[config.mk]
export PLATFORM = sky130hd
export DESIGN_NAME = obstacle_steering_controller_core_flat
export DESIGN_NICKNAME = d
export VERILOG_FILES = /design/src/rtl/osc_pkg.sv /design/src/rtl/osc_if.sv /design/src/rtl/osc_div.sv /design/src/rtl/osc_cfg.sv /design/src/rtl/obstacle_steering_controller_core.sv /design/src/flat_wrapper.sv
export SDC_FILE = /design/constraint.sdc
export NUM_CORES = 2
export LEC_CHECK = 0
export BUFFER_PORTS_ARGS = -buffer_cell sky130_fd_sc_hd__clkbuf_2
export CAP_MARGIN = 20
export CORE_AREA = 2 2 278 280
export CTS_CLUSTER_SIZE = 25
export DETAILED_ROUTE_END_ITERATION = 10
export DIE_AREA = 0 0 280 282
export GPL_TIMING_DRIVEN = 1
export PLACE_DENSITY = 0.81
export SLEW_MARGIN = 20
export SYNTH_ARGS = -nofsm -noshare
export SYNTH_HDL_FRONTEND = slang
export SYNTH_SLANG_ARGS = --single-unit
[constraint.sdc]
create_clock -name clk -period 10.2 [get_ports clk]
set_input_delay 0.51 -clock clk [delete_from_list [all_inputs] [get_ports clk]]
set_output_delay 0.51 -clock clk [all_outputs]
set_load 0.02 [all_outputs]
[src/rtl/osc_pkg.sv]
// shared constants and types for the obstacle steering controller
package osc_pkg;

    // field widths
    localparam int DIST_WIDTH   = 16;
    localparam int PERIOD_WIDTH = 24;
    localparam int REG_WIDTH    = 8;

    // derived datapath widths
    localparam int RT_W   = DIST_WIDTH + 1;          // trimmed right distance
    localparam int SUM_W  = DIST_WIDTH + 2;          // r + l
    localparam int NUM_W  = SUM_W + 10;              // signed duty numerator
    localparam int DEN_W  = SUM_W + 8;               // 200 * (r + l)
    localparam int PROD_W = DEN_W + PERIOD_WIDTH;    // numerator * period
    localparam int CNT_W  = $clog2(PERIOD_WIDTH + 1);

    // arithmetic constants
    localparam int VALID_MAX    = 255;
    localparam int PCT_SCALE    = 100;
    localparam int HALF_PCT_DEN = 200;

    // configuration register reset values
    localparam logic [PERIOD_WIDTH-1:0] PERIOD_RST = PERIOD_WIDTH'(153600);
    localparam logic [REG_WIDTH-1:0]    STOP_RST   = 8'd15;
    localparam logic [REG_WIDTH-1:0]    LOW_RST    = 8'd5;
    localparam logic [REG_WIDTH-1:0]    TRIM_RST   = 8'd5;
    localparam logic [REG_WIDTH-1:0]    CENTER_RST = 8'd145;

    // configuration register indexes
    localparam int REG_IDX_W = 3;
    typedef enum logic [REG_IDX_W-1:0] {
        REG_PWM_PERIOD    = 3'd0,
        REG_STOP_DISTANCE = 3'd1,
        REG_SIDE_LOW      = 3'd2,
        REG_RIGHT_TRIM    = 3'd3,
        REG_CENTER        = 3'd4
    } reg_idx_t;

endpackage

[src/rtl/osc_if.sv]
// valid/ready channel interfaces for sonar input beats and steering result beats
interface osc_in_if;
    import osc_pkg::*;

    logic                  valid;
    logic                  ready;
    logic [DIST_WIDTH-1:0] left_distance;
    logic [DIST_WIDTH-1:0] right_distance;
    logic [DIST_WIDTH-1:0] front_distance;

    modport source (output valid, output left_distance, output right_distance,
                    output front_distance, input ready);
    modport sink   (input valid, input left_distance, input right_distance,
                    input front_distance, output ready);
endinterface

interface osc_out_if;
    import osc_pkg::*;

    logic                    valid;
    logic                    ready;
    logic [PERIOD_WIDTH-1:0] servo_compare;
    logic                    drive_forward;
    logic                    fault;

    modport source (output valid, output servo_compare, output drive_forward,
                    output fault, input ready);
    modport sink   (input valid, input servo_compare, input drive_forward,
                    input fault, output ready);
endinterface

[src/rtl/osc_div.sv]
// restoring divider, one quotient bit per cycle, quotient known to fit the period width
module osc_div (
    input  logic                          clk,
    input  logic                          rst_n,
    input  logic                          start,
    input  logic [osc_pkg::PROD_W-1:0]    dividend,
    input  logic [osc_pkg::DEN_W-1:0]     divisor,
    output logic                          done,
    output logic [osc_pkg::PERIOD_WIDTH-1:0] quotient
);
    import osc_pkg::*;

    logic [DEN_W-1:0]        rem_reg;
    logic [DEN_W-1:0]        rem_next;
    logic [PERIOD_WIDTH-1:0] lo_reg;
    logic [PERIOD_WIDTH-1:0] lo_next;
    logic [CNT_W-1:0]        cnt_reg;
    logic [CNT_W-1:0]        cnt_next;
    logic                    busy_reg;
    logic                    busy_next;
    logic                    done_reg;
    logic                    done_next;
    logic [DEN_W:0]          trial;
    logic                    ge;

    // one trial subtraction per step
    always_comb
    begin
        trial = {rem_reg, lo_reg[PERIOD_WIDTH-1]};
        ge    = (trial >= {1'b0, divisor});
    end

    // step sequencing
    always_comb
    begin
        rem_next  = rem_reg;
        lo_next   = lo_reg;
        cnt_next  = cnt_reg;
        busy_next = busy_reg;
        done_next = 1'b0;
        if (start)
        begin
            rem_next  = dividend[PROD_W-1:PERIOD_WIDTH];
            lo_next   = dividend[PERIOD_WIDTH-1:0];
            cnt_next  = CNT_W'(PERIOD_WIDTH);
            busy_next = 1'b1;
        end
        else if (busy_reg)
        begin
            rem_next = ge ? DEN_W'(trial - {1'b0, divisor}) : DEN_W'(trial);
            lo_next  = {lo_reg[PERIOD_WIDTH-2:0], ge};
            cnt_next = cnt_reg - CNT_W'(1);
            if (cnt_reg == CNT_W'(1))
            begin
                busy_next = 1'b0;
                done_next = 1'b1;
            end
        end
    end

    // control state
    always_ff @(posedge clk or negedge rst_n)
    begin
        if (!rst_n)
        begin
            cnt_reg  <= '0;
            busy_reg <= 1'b0;
            done_reg <= 1'b0;
        end
        else
        begin
            cnt_reg  <= cnt_next;
            busy_reg <= busy_next;
            done_reg <= done_next;
        end
    end

    // partial remainder and quotient shift register
    always_ff @(posedge clk)
    begin
        rem_reg <= rem_next;
        lo_reg  <= lo_next;
    end

    assign done     = done_reg;
    assign quotient = lo_reg;

endmodule

[src/rtl/osc_cfg.sv]
// configuration register file for period, thresholds, trim and center duty
module osc_cfg (
    input  logic                             clk,
    input  logic                             rst_n,
    input  logic                             cfg_we,
    input  logic [osc_pkg::REG_IDX_W-1:0]    cfg_index,
    input  logic [osc_pkg::PERIOD_WIDTH-1:0] cfg_data,
    output logic [osc_pkg::PERIOD_WIDTH-1:0] pwm_period,
    output logic [osc_pkg::REG_WIDTH-1:0]    stop_distance,
    output logic [osc_pkg::REG_WIDTH-1:0]    side_low_distance,
    output logic [osc_pkg::REG_WIDTH-1:0]    right_trim,
    output logic [osc_pkg::REG_WIDTH-1:0]    center_half_percent
);
    import osc_pkg::*;

    logic [PERIOD_WIDTH-1:0] period_reg;
    logic [REG_WIDTH-1:0]    stop_reg;
    logic [REG_WIDTH-1:0]    low_reg;
    logic [REG_WIDTH-1:0]    trim_reg;
    logic [REG_WIDTH-1:0]    center_reg;

    // register writes, unknown indexes ignored
    always_ff @(posedge clk or negedge rst_n)
    begin
        if (!rst_n)
        begin
            period_reg <= PERIOD_RST;
            stop_reg   <= STOP_RST;
            low_reg    <= LOW_RST;
            trim_reg   <= TRIM_RST;
            center_reg <= CENTER_RST;
        end
        else if (cfg_we)
        begin
            case (cfg_index)
                REG_PWM_PERIOD:    period_reg <= cfg_data;
                REG_STOP_DISTANCE: stop_reg   <= cfg_data[REG_WIDTH-1:0];
                REG_SIDE_LOW:      low_reg    <= cfg_data[REG_WIDTH-1:0];
                REG_RIGHT_TRIM:    trim_reg   <= cfg_data[REG_WIDTH-1:0];
                REG_CENTER:        center_reg <= cfg_data[REG_WIDTH-1:0];
                default:           ;
            endcase
        end
    end

    assign pwm_period          = period_reg;
    assign stop_distance       = stop_reg;
    assign side_low_distance   = low_reg;
    assign right_trim          = trim_reg;
    assign center_half_percent = center_reg;

endmodule

[src/rtl/obstacle_steering_controller_core.sv]
// obstacle steering controller top level: sequencer, duty datapath and result register
//
// Usage
//   sonar : sink channel, one beat carries left, right and front distances
//   steer : source channel, one beat carries servo_compare, drive_forward
//           and fault for each sonar beat, in order
//   cfg_we/cfg_index/cfg_data : register writes, taken at any edge with
//           cfg_we high; write only while no sonar beat is in flight
// Sequencing
//   a result goes through CHECK and FINISH on a fault, through CHECK, SCALE
//   and FINISH on a clamped duty, and also through LAUNCH and DIVIDE when the
//   compare value needs the divide, the restoring divider giving one quotient bit per cycle
//   sonar.ready is high only while the sequencer is idle, one beat at a
//   time, so a new beat is taken only once the last result is in the output register
// Reset
//   registers return to their defaults, the validity check is disarmed
//   until the first beat, no result is pending
// Stall
//   a finished result waits in the output register; the next sonar beat
//   is taken meanwhile and its result waits until that register drains
module obstacle_steering_controller_core (
    input  logic                             clk,
    input  logic                             rst_n,
    osc_in_if.sink                           sonar,
    osc_out_if.source                        steer,
    input  logic                             cfg_we,
    input  logic [osc_pkg::REG_IDX_W-1:0]    cfg_index,
    input  logic [osc_pkg::PERIOD_WIDTH-1:0] cfg_data
);
    import osc_pkg::*;

    typedef enum logic [2:0] {
        ST_IDLE,
        ST_CHECK,
        ST_SCALE,
        ST_LAUNCH,
        ST_DIVIDE,
        ST_FINISH
    } state_t;

    // configuration
    logic [PERIOD_WIDTH-1:0] pwm_period;
    logic [REG_WIDTH-1:0]    stop_distance;
    logic [REG_WIDTH-1:0]    side_low_distance;
    logic [REG_WIDTH-1:0]    right_trim;
    logic [REG_WIDTH-1:0]    center_half_percent;

    // sequencer and working registers
    state_t                  state_reg, state_next;
    logic                    primed_reg, primed_next;
    logic [DIST_WIDTH-1:0]   left_reg, right_reg, front_reg;
    logic signed [NUM_W-1:0] num_reg, num_next;
    logic [DEN_W-1:0]        den_reg, den_next;
    logic [PROD_W-1:0]       prod_reg, prod_next;
    logic [PERIOD_WIDTH-1:0] res_cmp_reg, res_cmp_next;
    logic                    res_drive_reg, res_drive_next;
    logic                    res_fault_reg, res_fault_next;

    // output register
    logic                    out_valid_reg, out_valid_next;
    logic [PERIOD_WIDTH-1:0] out_cmp_reg;
    logic                    out_drive_reg;
    logic                    out_fault_reg;
    logic                    out_load;

    // divider
    logic                    div_start;
    logic                    div_done;
    logic [PERIOD_WIDTH-1:0] div_quot;

    // check stage signals
    logic                    invalid;
    logic [RT_W-1:0]         r_trim;
    logic [SUM_W-1:0]        side_sum;
    logic [SUM_W+7:0]        center_prod;
    logic                    centered;
    logic signed [NUM_W-1:0] steer_num;

    // scale stage signals
    logic                    num_nonpos;
    logic                    num_full;

    osc_cfg u_cfg (
        .clk                 (clk),
        .rst_n               (rst_n),
        .cfg_we              (cfg_we),
        .cfg_index           (cfg_index),
        .cfg_data            (cfg_data),
        .pwm_period          (pwm_period),
        .stop_distance       (stop_distance),
        .side_low_distance   (side_low_distance),
        .right_trim          (right_trim),
        .center_half_percent (center_half_percent)
    );

    osc_div u_div (
        .clk      (clk),
        .rst_n    (rst_n),
        .start    (div_start),
        .dividend (prod_reg),
        .divisor  (den_reg),
        .done     (div_done),
        .quotient (div_quot)
    );

    // reading validity and steering numerator
    always_comb
    begin
        invalid = (left_reg == '0) || (left_reg > DIST_WIDTH'(VALID_MAX)) ||
                  (right_reg == '0) || (right_reg > DIST_WIDTH'(VALID_MAX)) ||
                  (front_reg == '0) || (front_reg > DIST_WIDTH'(VALID_MAX));
        r_trim      = RT_W'(right_reg) + RT_W'(right_trim);
        side_sum    = SUM_W'(r_trim) + SUM_W'(left_reg);
        center_prod = (SUM_W+8)'(center_half_percent) * (SUM_W+8)'(side_sum);
        centered    = ((r_trim < RT_W'(side_low_distance)) &&
                       (left_reg < DIST_WIDTH'(side_low_distance))) ||
                      (r_trim == RT_W'(left_reg)) ||
                      (front_reg < DIST_WIDTH'(stop_distance));
        steer_num   = $signed(NUM_W'(center_prod) +
                              NUM_W'(r_trim) * NUM_W'(PCT_SCALE) -
                              NUM_W'(left_reg) * NUM_W'(PCT_SCALE));
    end

    // duty clamps
    always_comb
    begin
        num_nonpos = num_reg[NUM_W-1] || (num_reg == '0);
        num_full   = (num_reg >= $signed(NUM_W'(den_reg)));
    end

    assign div_start = (state_reg == ST_LAUNCH);
    assign out_load  = !out_valid_reg || steer.ready;

    // sequencer
    always_comb
    begin
        state_next     = state_reg;
        primed_next    = primed_reg;
        num_next       = num_reg;
        den_next       = den_reg;
        prod_next      = prod_reg;
        res_cmp_next   = res_cmp_reg;
        res_drive_next = res_drive_reg;
        res_fault_next = res_fault_reg;
        out_valid_next = out_valid_reg;
        if (out_valid_reg && steer.ready)
        begin
            out_valid_next = 1'b0;
        end
        case (state_reg)
            ST_IDLE:
            begin
                if (sonar.valid)
                begin
                    state_next = ST_CHECK;
                end
            end
            ST_CHECK:
            begin
                if (primed_reg && invalid)
                begin
                    primed_next    = 1'b0;
                    res_cmp_next   = '0;
                    res_drive_next = 1'b0;
                    res_fault_next = 1'b1;
                    state_next     = ST_FINISH;
                end
                else
                begin
                    primed_next    = 1'b1;
                    res_fault_next = 1'b0;
                    res_drive_next = !(front_reg < DIST_WIDTH'(stop_distance));
                    if (centered)
                    begin
                        num_next = $signed(NUM_W'(center_half_percent));
                        den_next = DEN_W'(HALF_PCT_DEN);
                    end
                    else
                    begin
                        num_next = steer_num;
                        den_next = DEN_W'(side_sum) * DEN_W'(HALF_PCT_DEN);
                    end
                    state_next = ST_SCALE;
                end
            end
            ST_SCALE:
            begin
                prod_next = PROD_W'(num_reg[DEN_W-1:0]) * PROD_W'(pwm_period);
                if (num_nonpos || (pwm_period == '0))
                begin
                    res_cmp_next = '0;
                    state_next   = ST_FINISH;
                end
                else if (num_full)
                begin
                    res_cmp_next = pwm_period;
                    state_next   = ST_FINISH;
                end
                else
                begin
                    state_next = ST_LAUNCH;
                end
            end
            ST_LAUNCH:
            begin
                state_next = ST_DIVIDE;
            end
            ST_DIVIDE:
            begin
                if (div_done)
                begin
                    res_cmp_next = div_quot;
                    state_next   = ST_FINISH;
                end
            end
            ST_FINISH:
            begin
                if (out_load)
                begin
                    out_valid_next = 1'b1;
                    state_next     = ST_IDLE;
                end
            end
            default:
            begin
                state_next = ST_IDLE;
            end
        endcase
    end

    // control state
    always_ff @(posedge clk or negedge rst_n)
    begin
        if (!rst_n)
        begin
            state_reg     <= ST_IDLE;
            primed_reg    <= 1'b0;
            out_valid_reg <= 1'b0;
        end
        else
        begin
            state_reg     <= state_next;
            primed_reg    <= primed_next;
            out_valid_reg <= out_valid_next;
        end
    end

    // payload and working registers
    always_ff @(posedge clk)
    begin
        if ((state_reg == ST_IDLE) && sonar.valid)
        begin
            left_reg  <= sonar.left_distance;
            right_reg <= sonar.right_distance;
            front_reg <= sonar.front_distance;
        end
        num_reg       <= num_next;
        den_reg       <= den_next;
        prod_reg      <= prod_next;
        res_cmp_reg   <= res_cmp_next;
        res_drive_reg <= res_drive_next;
        res_fault_reg <= res_fault_next;
        if ((state_reg == ST_FINISH) && out_load)
        begin
            out_cmp_reg   <= res_cmp_reg;
            out_drive_reg <= res_drive_reg;
            out_fault_reg <= res_fault_reg;
        end
    end

    // channel outputs
    assign sonar.ready         = (state_reg == ST_IDLE);
    assign steer.valid         = out_valid_reg;
    assign steer.servo_compare = out_cmp_reg;
    assign steer.drive_forward = out_drive_reg;
    assign steer.fault         = out_fault_reg;

endmodule

[src/flat_wrapper.sv]
// flat-port wrapper written by rule: the top's interface ports become plain ports
module obstacle_steering_controller_core_flat import osc_pkg::*;
  (clk, rst_n, cfg_we, cfg_index, cfg_data, sonar_valid, sonar_left_distance, sonar_right_distance, sonar_front_distance, sonar_ready, steer_valid, steer_servo_compare, steer_drive_forward, steer_fault, steer_ready);
  osc_in_if sonar_i ();
  osc_out_if steer_i ();
  input  logic clk;
  input  logic rst_n;
  input  logic cfg_we;
  input  logic [osc_pkg::REG_IDX_W-1:0] cfg_index;
  input  logic [osc_pkg::PERIOD_WIDTH-1:0] cfg_data;
  input wire logic [$bits(sonar_i.valid)-1:0] sonar_valid;
  input wire logic [$bits(sonar_i.left_distance)-1:0] sonar_left_distance;
  input wire logic [$bits(sonar_i.right_distance)-1:0] sonar_right_distance;
  input wire logic [$bits(sonar_i.front_distance)-1:0] sonar_front_distance;
  output wire logic [$bits(sonar_i.ready)-1:0] sonar_ready;
  output wire logic [$bits(steer_i.valid)-1:0] steer_valid;
  output wire logic [$bits(steer_i.servo_compare)-1:0] steer_servo_compare;
  output wire logic [$bits(steer_i.drive_forward)-1:0] steer_drive_forward;
  output wire logic [$bits(steer_i.fault)-1:0] steer_fault;
  input wire logic [$bits(steer_i.ready)-1:0] steer_ready;
  assign sonar_i.valid = sonar_valid;
  assign sonar_i.left_distance = sonar_left_distance;
  assign sonar_i.right_distance = sonar_right_distance;
  assign sonar_i.front_distance = sonar_front_distance;
  assign sonar_ready = sonar_i.ready;
  assign steer_valid = steer_i.valid;
  assign steer_servo_compare = steer_i.servo_compare;
  assign steer_drive_forward = steer_i.drive_forward;
  assign steer_fault = steer_i.fault;
  assign steer_i.ready = steer_ready;
  obstacle_steering_controller_core u_core (.clk(clk), .rst_n(rst_n), .sonar(sonar_i), .steer(steer_i), .cfg_we(cfg_we), .cfg_index(cfg_index), .cfg_data(cfg_data));
endmodule
* After elaboration in Yosys (flattened, before gate mapping) *
Cells that the tools add are included.

cells by class
  $mul = 5
  reductions and logical operators = 34
  $add $sub $neg = 6
  eq/ne operators = 16
  order comparisons = 8
  multiplexer cells = 31
  bitwise logic cells = 1

operators with widths
  cell                   number
  $mux 24                6
  $mux 26                3
  $pmux 24 s3            1
  $mul 26x24->50         1
  $gt 16x8->1 const B    3
  $logic_not 16->1       3
  $lt 16x8->1            2
  $ge 28x27->1           1
  $logic_not 28->1       1
  $sub 27x23->28         1
  $add 26x24->27         1
  $ge 27x26->1           1
  $mul 8x18->26          1
  $sub 26x26->26         1
  $logic_not 24->1       1
  $mul 18x5->23 const B  1
  $mul 17x5->22 const B  1
  $mul 16x5->21 const B  1
  $add 17x16->18         1
  $mux 3                 6
  $pmux 3 s6             1
  $add 16x8->17          1
  $eq 17x16->1           1
  $lt 17x8->1            1
  21 further kinds       60

word-level totals
  output and inout port bits = 28
  register bits after elaboration = 322

* Depth between registers and ports, before layout *
  word-level depth = 9
  mapped depth = 40
  depth with buffers taken out = 40

* Modules after synthesis *
Synthesis repeated with hierarchy kept, for this count alone.

unflattened totals
  cell total of the unflattened synthesis = 4637
  area, all modules = 45929.0 µm²

modules (own cells, without submodules)
  module                             sequential area each (µm²)  area an instance (µm²)  times used  cells each
  obstacle_steering_controller_core  6160.9                      39470.4                 1           4070
  osc_div                            1676.6                      4307.9                  1           445
  osc_cfg                            1420.1                      2150.8                  1           122

* Worst setup path before layout *
No wires, ideal clock.

  path kind = reg2reg
  start point = reg u_core.u_cfg.trim_reg[0] (netlist: u_core.u_cfg.right_trim[0])
  end point = reg u_core.num_reg[27] (data pin)
  library setup time = 257 ps
  stages on the path, launching flop included = 38
  data arrival time = 8715 ps
  setup slack = 1228 ps
  data required time = 9943 ps
  clock period less this slack = 8972 ps
  cell sequence = dfstp_2 -> ha_1 -> inv_1 -> fa_1 -> nor2b_4 -> o2111ai_2 -> nand4b_1 -> a21o_1 -> a21oi_2 -> nand2b_1 -> inv_1 -> nand2_1 -> xnor2_1 -> ha_1 -> a21o_1 -> or3_1 -> or3_1 -> a311oi_2 -> (+2 left out) -> fa_1 -> fa_1 -> fa_1 -> fa_1 -> inv_1 -> fa_1 -> inv_1 -> ha_1 -> a21o_1 -> a21oi_1 -> nor2b_1 -> or4_1 -> a211oi_1 -> o31ai_1 -> a21o_1 -> a21oi_1 -> xor2_1 -> nor2_1

on the way
  longest elaborated chain between the ends = 5

RTL lines
  element                                                    line                                                                                text
  start, declared                                            osc_cfg.sv:19                                                                       logic [REG_WIDTH-1:0] trim_reg;
  start signal, assigned                                     osc_cfg.sv:39                                                                       REG_RIGHT_TRIM: trim_reg <= cfg_data[REG_WIDTH-1:0];
  $add 16x8->17 *                                            obstacle_steering_controller_core.sv:112                                            r_trim = RT_W'(right_reg) + RT_W'(right_trim);
  $add 17x16->18 / $lt 17x8->1 (equally long branches)       obstacle_steering_controller_core.sv:113, obstacle_steering_controller_core.sv:115
  $mul 8x18->26 / $logic_and 1x1->1 (equally long branches)  obstacle_steering_controller_core.sv:114, obstacle_steering_controller_core.sv:115
  $add 26x24->27 / $logic_or 1x1->1 (equally long branches)  obstacle_steering_controller_core.sv:119, obstacle_steering_controller_core.sv:116
  $sub 27x23->28 / $logic_or 1x1->1 (equally long branches)  obstacle_steering_controller_core.sv:120, obstacle_steering_controller_core.sv:117
  end signal, assigned                                       obstacle_steering_controller_core.sv:257                                            num_reg <= num_next;
  end, declared                                              obstacle_steering_controller_core.sv:52                                             logic signed [NUM_W-1:0] num_reg, num_next;

Mark *: on every way between the ends. The rest lies on a longest branch, timed or not.
A chain may end at the register's enable or synchronous reset.

* Worst setup path in the final report *
Same ends and word-level chain as after synthesis.

==> flow_summary_export.csv <==
group,metric,value,unit
critical_path,worst_path_largest_cell_delay,0.54,ns
clocking,clk_latency,0.58,ns
synth,synth_nets,5917,
critical_path,rr_endpoint,"u_core.num_reg[27]",
timing,hold_viol_final,0,
run_status,status,"finished, final reports clean",
route,avgViaCountPerCell,5.813,
grt,grt_util_all_layers,29.21,%
route,num_vias,33030,
critical_path,critPathKind,"register to register",
critical_path,reg2reg_slack,0.54,ns
worst_hold_path,hold_depth,1,
critical_path,end_kind,"register",
clocking,clkSlewWorstSetupHoldPaths,0.06,ns
timing,setup_viol,0,
clocking,root_buffer,"clkbuf_16",
synth,synth_seq_cells,319,
final_layout,syn2layout_area_growth,6.510,%
timing,fin_crit,9.661,ns
clocking,cts_sinks,319,
timing,worst_pin_slew,1.000,ns
synth,synth_edf_count,251,
placement,routabilityCongestion,0.9402,
synth,postSynthAreaPerCell,9.770,um2
synth,yosysTopAreaCell,"fa_1",
placement,placed_cells,5614,
final_layout,final_cell_mix,"inv_1 (856), fa_1 (702), nand2_1 (696)",
final_layout,final_common_cell,"inv_1",
critical_path,worstRegToRegCells,39,
critical_path,crit_fanout,11,
timing,final_max_slew_viol_count,0,
grt,gr-total-overflow,0,
synth,ys.flop_type,"edfxtp_1",
timing,timing.final.crit_share,94.72,%
timing,tns,0,ns
final_layout,n_antenna_cell,0,
timing,max_freq,0.1035,GHz
grt,grt_max_degree,69,
floorplanning,dieHeight,282,um
clocking,cts_inserted_buffers,37,
synth,ys_types,85,
final_layout,drive_above_1_share,7.526,%
floorplanning,die_x,280,um
timing,maxSlewHeadroom,33.31,%
synth,synth_area_leaders,"fa_1 (31%), edfxtp_1 (17%), ha_1 (14%)",
route,drt_wl_total,109800,um
critical_path,crit_path_top_delay_cell,"fa_1",
floorplanning,ios,108,
worst_hold_path,min_from,"sonar_left_distance[11]",
clocking,h-tree-depth,2,
timing,grt_setup_unrepaired,"false",
synth,yosys.area.top_type_share,31.05,%
floorplanning,start_util,59.80,%
critical_path,cpMostUsedCell,"fa_1",
clocking,clock_path_buffers,3,
worst_hold_path,holdPathEnd,"u_core.left_reg[11]",
critical_path,reg2reg_from,"u_core.u_cfg.right_trim[0]",
synth,netlist_area,0.04526,mm2
grt,grt_pass1_vias,35500,
final_layout,nets,5960,
critical_path,start_kind,"register",
route,drt_iter0_markers,2461,
critical_path,arrival,9.95,ns
floorplanning,fp-row-count,101,
floorplanning,die_area,0.07896,mm2
synth,seq_area_frac_synth,20.45,%
synth,ys_warn_count,0,
job,cap_violations,0,
route,drc,0,
clocking,tritoncts,"done",
placement,io_buffers,107,
floorplanning,core_area,0.07570,mm2
route,routedWlPerCell,19.33,um
final_layout,stdcell_count,5682,
timing,final.setup_skew,0.03282,ns
clocking,post_cts_buffers,0,
worst_hold_path,hp-class,"input port to register",
grt,antenna_found_initial,1,
synth,synthArstFlopShare,21.32,%
final_layout,largest_reg_flops,50,
route,drt-pass1-iter-count,6,
placement,dp_hpwl,84940,um
route,postRouteAntennaNets,0,
critical_path,worst_ep_required_time,10.49,ns
synth,netlist_instances,4633,
grt,grt_first_pass_wirelength,183100,um
[worst max-delay path by stage]
stage                                     startpoint            endpoint  cells after the start
after global placement    u_core.u_cfg.right_trim[0]  u_core.num_reg[27]                     40
after CTS                 u_core.u_cfg.right_trim[0]  u_core.num_reg[27]                     40
final                     u_core.u_cfg.right_trim[0]  u_core.num_reg[27]                     39
after global routing             u_core.right_reg[1]  u_core.num_reg[27]                     36
after floorplan           u_core.u_cfg.right_trim[0]  u_core.num_reg[27]                     37
after detailed placement  u_core.u_cfg.right_trim[0]  u_core.num_reg[27]                     40
[repair_timing]
action | in CTS | in global routing
hold buffers | 0 | 0
endpoints found under the setup margin | 0 | 1
resized for setup | 0 | 3
[synthesized netlist by cell type (all sizes together), types with 25 or more instances]
master	n
nand2	697
mux2	49
xor2	67
nand2b	27
nor3	45
xnor2	94
ha	502
fa	702
dfrtp	53
a21oi	138
a21o	66
o21ai	93
nor4	25
nand3	38
edfxtp	251
inv	858
clkbuf	159
nor2	128
and2	290
nor2b	30
[area by class of cell]
type,instances,area (um2)
clock buffer,53,1109
clock inverter,14,130.1
fill,5905,27490
inverter,858,3221
multi-input combinational,3273,32140
sequential,319,9258
tap,978,1224
timing repair buffer,187,1134
[critical path: cells and delay by family, from the launching register on]
family                   cells  cell delay (ns)
AO/OA/AOI/OAI               12             2.41
XOR/XNOR                     2             0.29
adder cells (fa/ha/maj)      9             3.63
buffers and inverters        5             0.41
flip-flops                   1             0.53
AND/OR/NAND/NOR             11             2.15
[kinds of logic (layout without fill, tap and decap cells)]
| group | count (synthesis) | in the layout | share of synthesized area, % |
|---|---|---|---|
| AOI/OAI and AO/OA | 492 | 492 | 7.253 |
| muxes | 51 | 51 | 1.280 |
| and+or+nand+nor | 1365 | 1365 | 14.24 |
| xor gates and xnor gates | 161 | 161 | 3.132 |
| DFF | 319 | 319 | 20.45 |
| buffers and inverters | 1041 | 1112 | 8.718 |
| adders and majority gates | 1204 | 1204 | 44.92 |
[routing by layer]
metal / routed length, um / up-vias / GRT usage [%]
li1: - / 14780 / -
met1: 44950 / 16680 / 38.13
met2: 53000 / 1273 / 49.80
met3: 8227 / 287 / 5.030
met4: 3610 / 2 / 9.255
met5: 21 / - / 0.1832
[per-stage QoR]
step	worst slack (ns)	hold WS [ns]	area, um2	util, %
after global placement	0.7464	0.4011	46930	62.00
after floorplan	1.228	0.2144	45260	-
after global routing	0.02019	0.09502	48210	63.69
final	0.5387	0.1147	48210	63.69
after CTS	0.5883	0.08507	48180	63.64
after detailed placement	0.6659	0.4045	46940	62.01
Power is not shown: default switching activity piles up to over one toggle a cycle in this logic, so the estimate is an artifact.
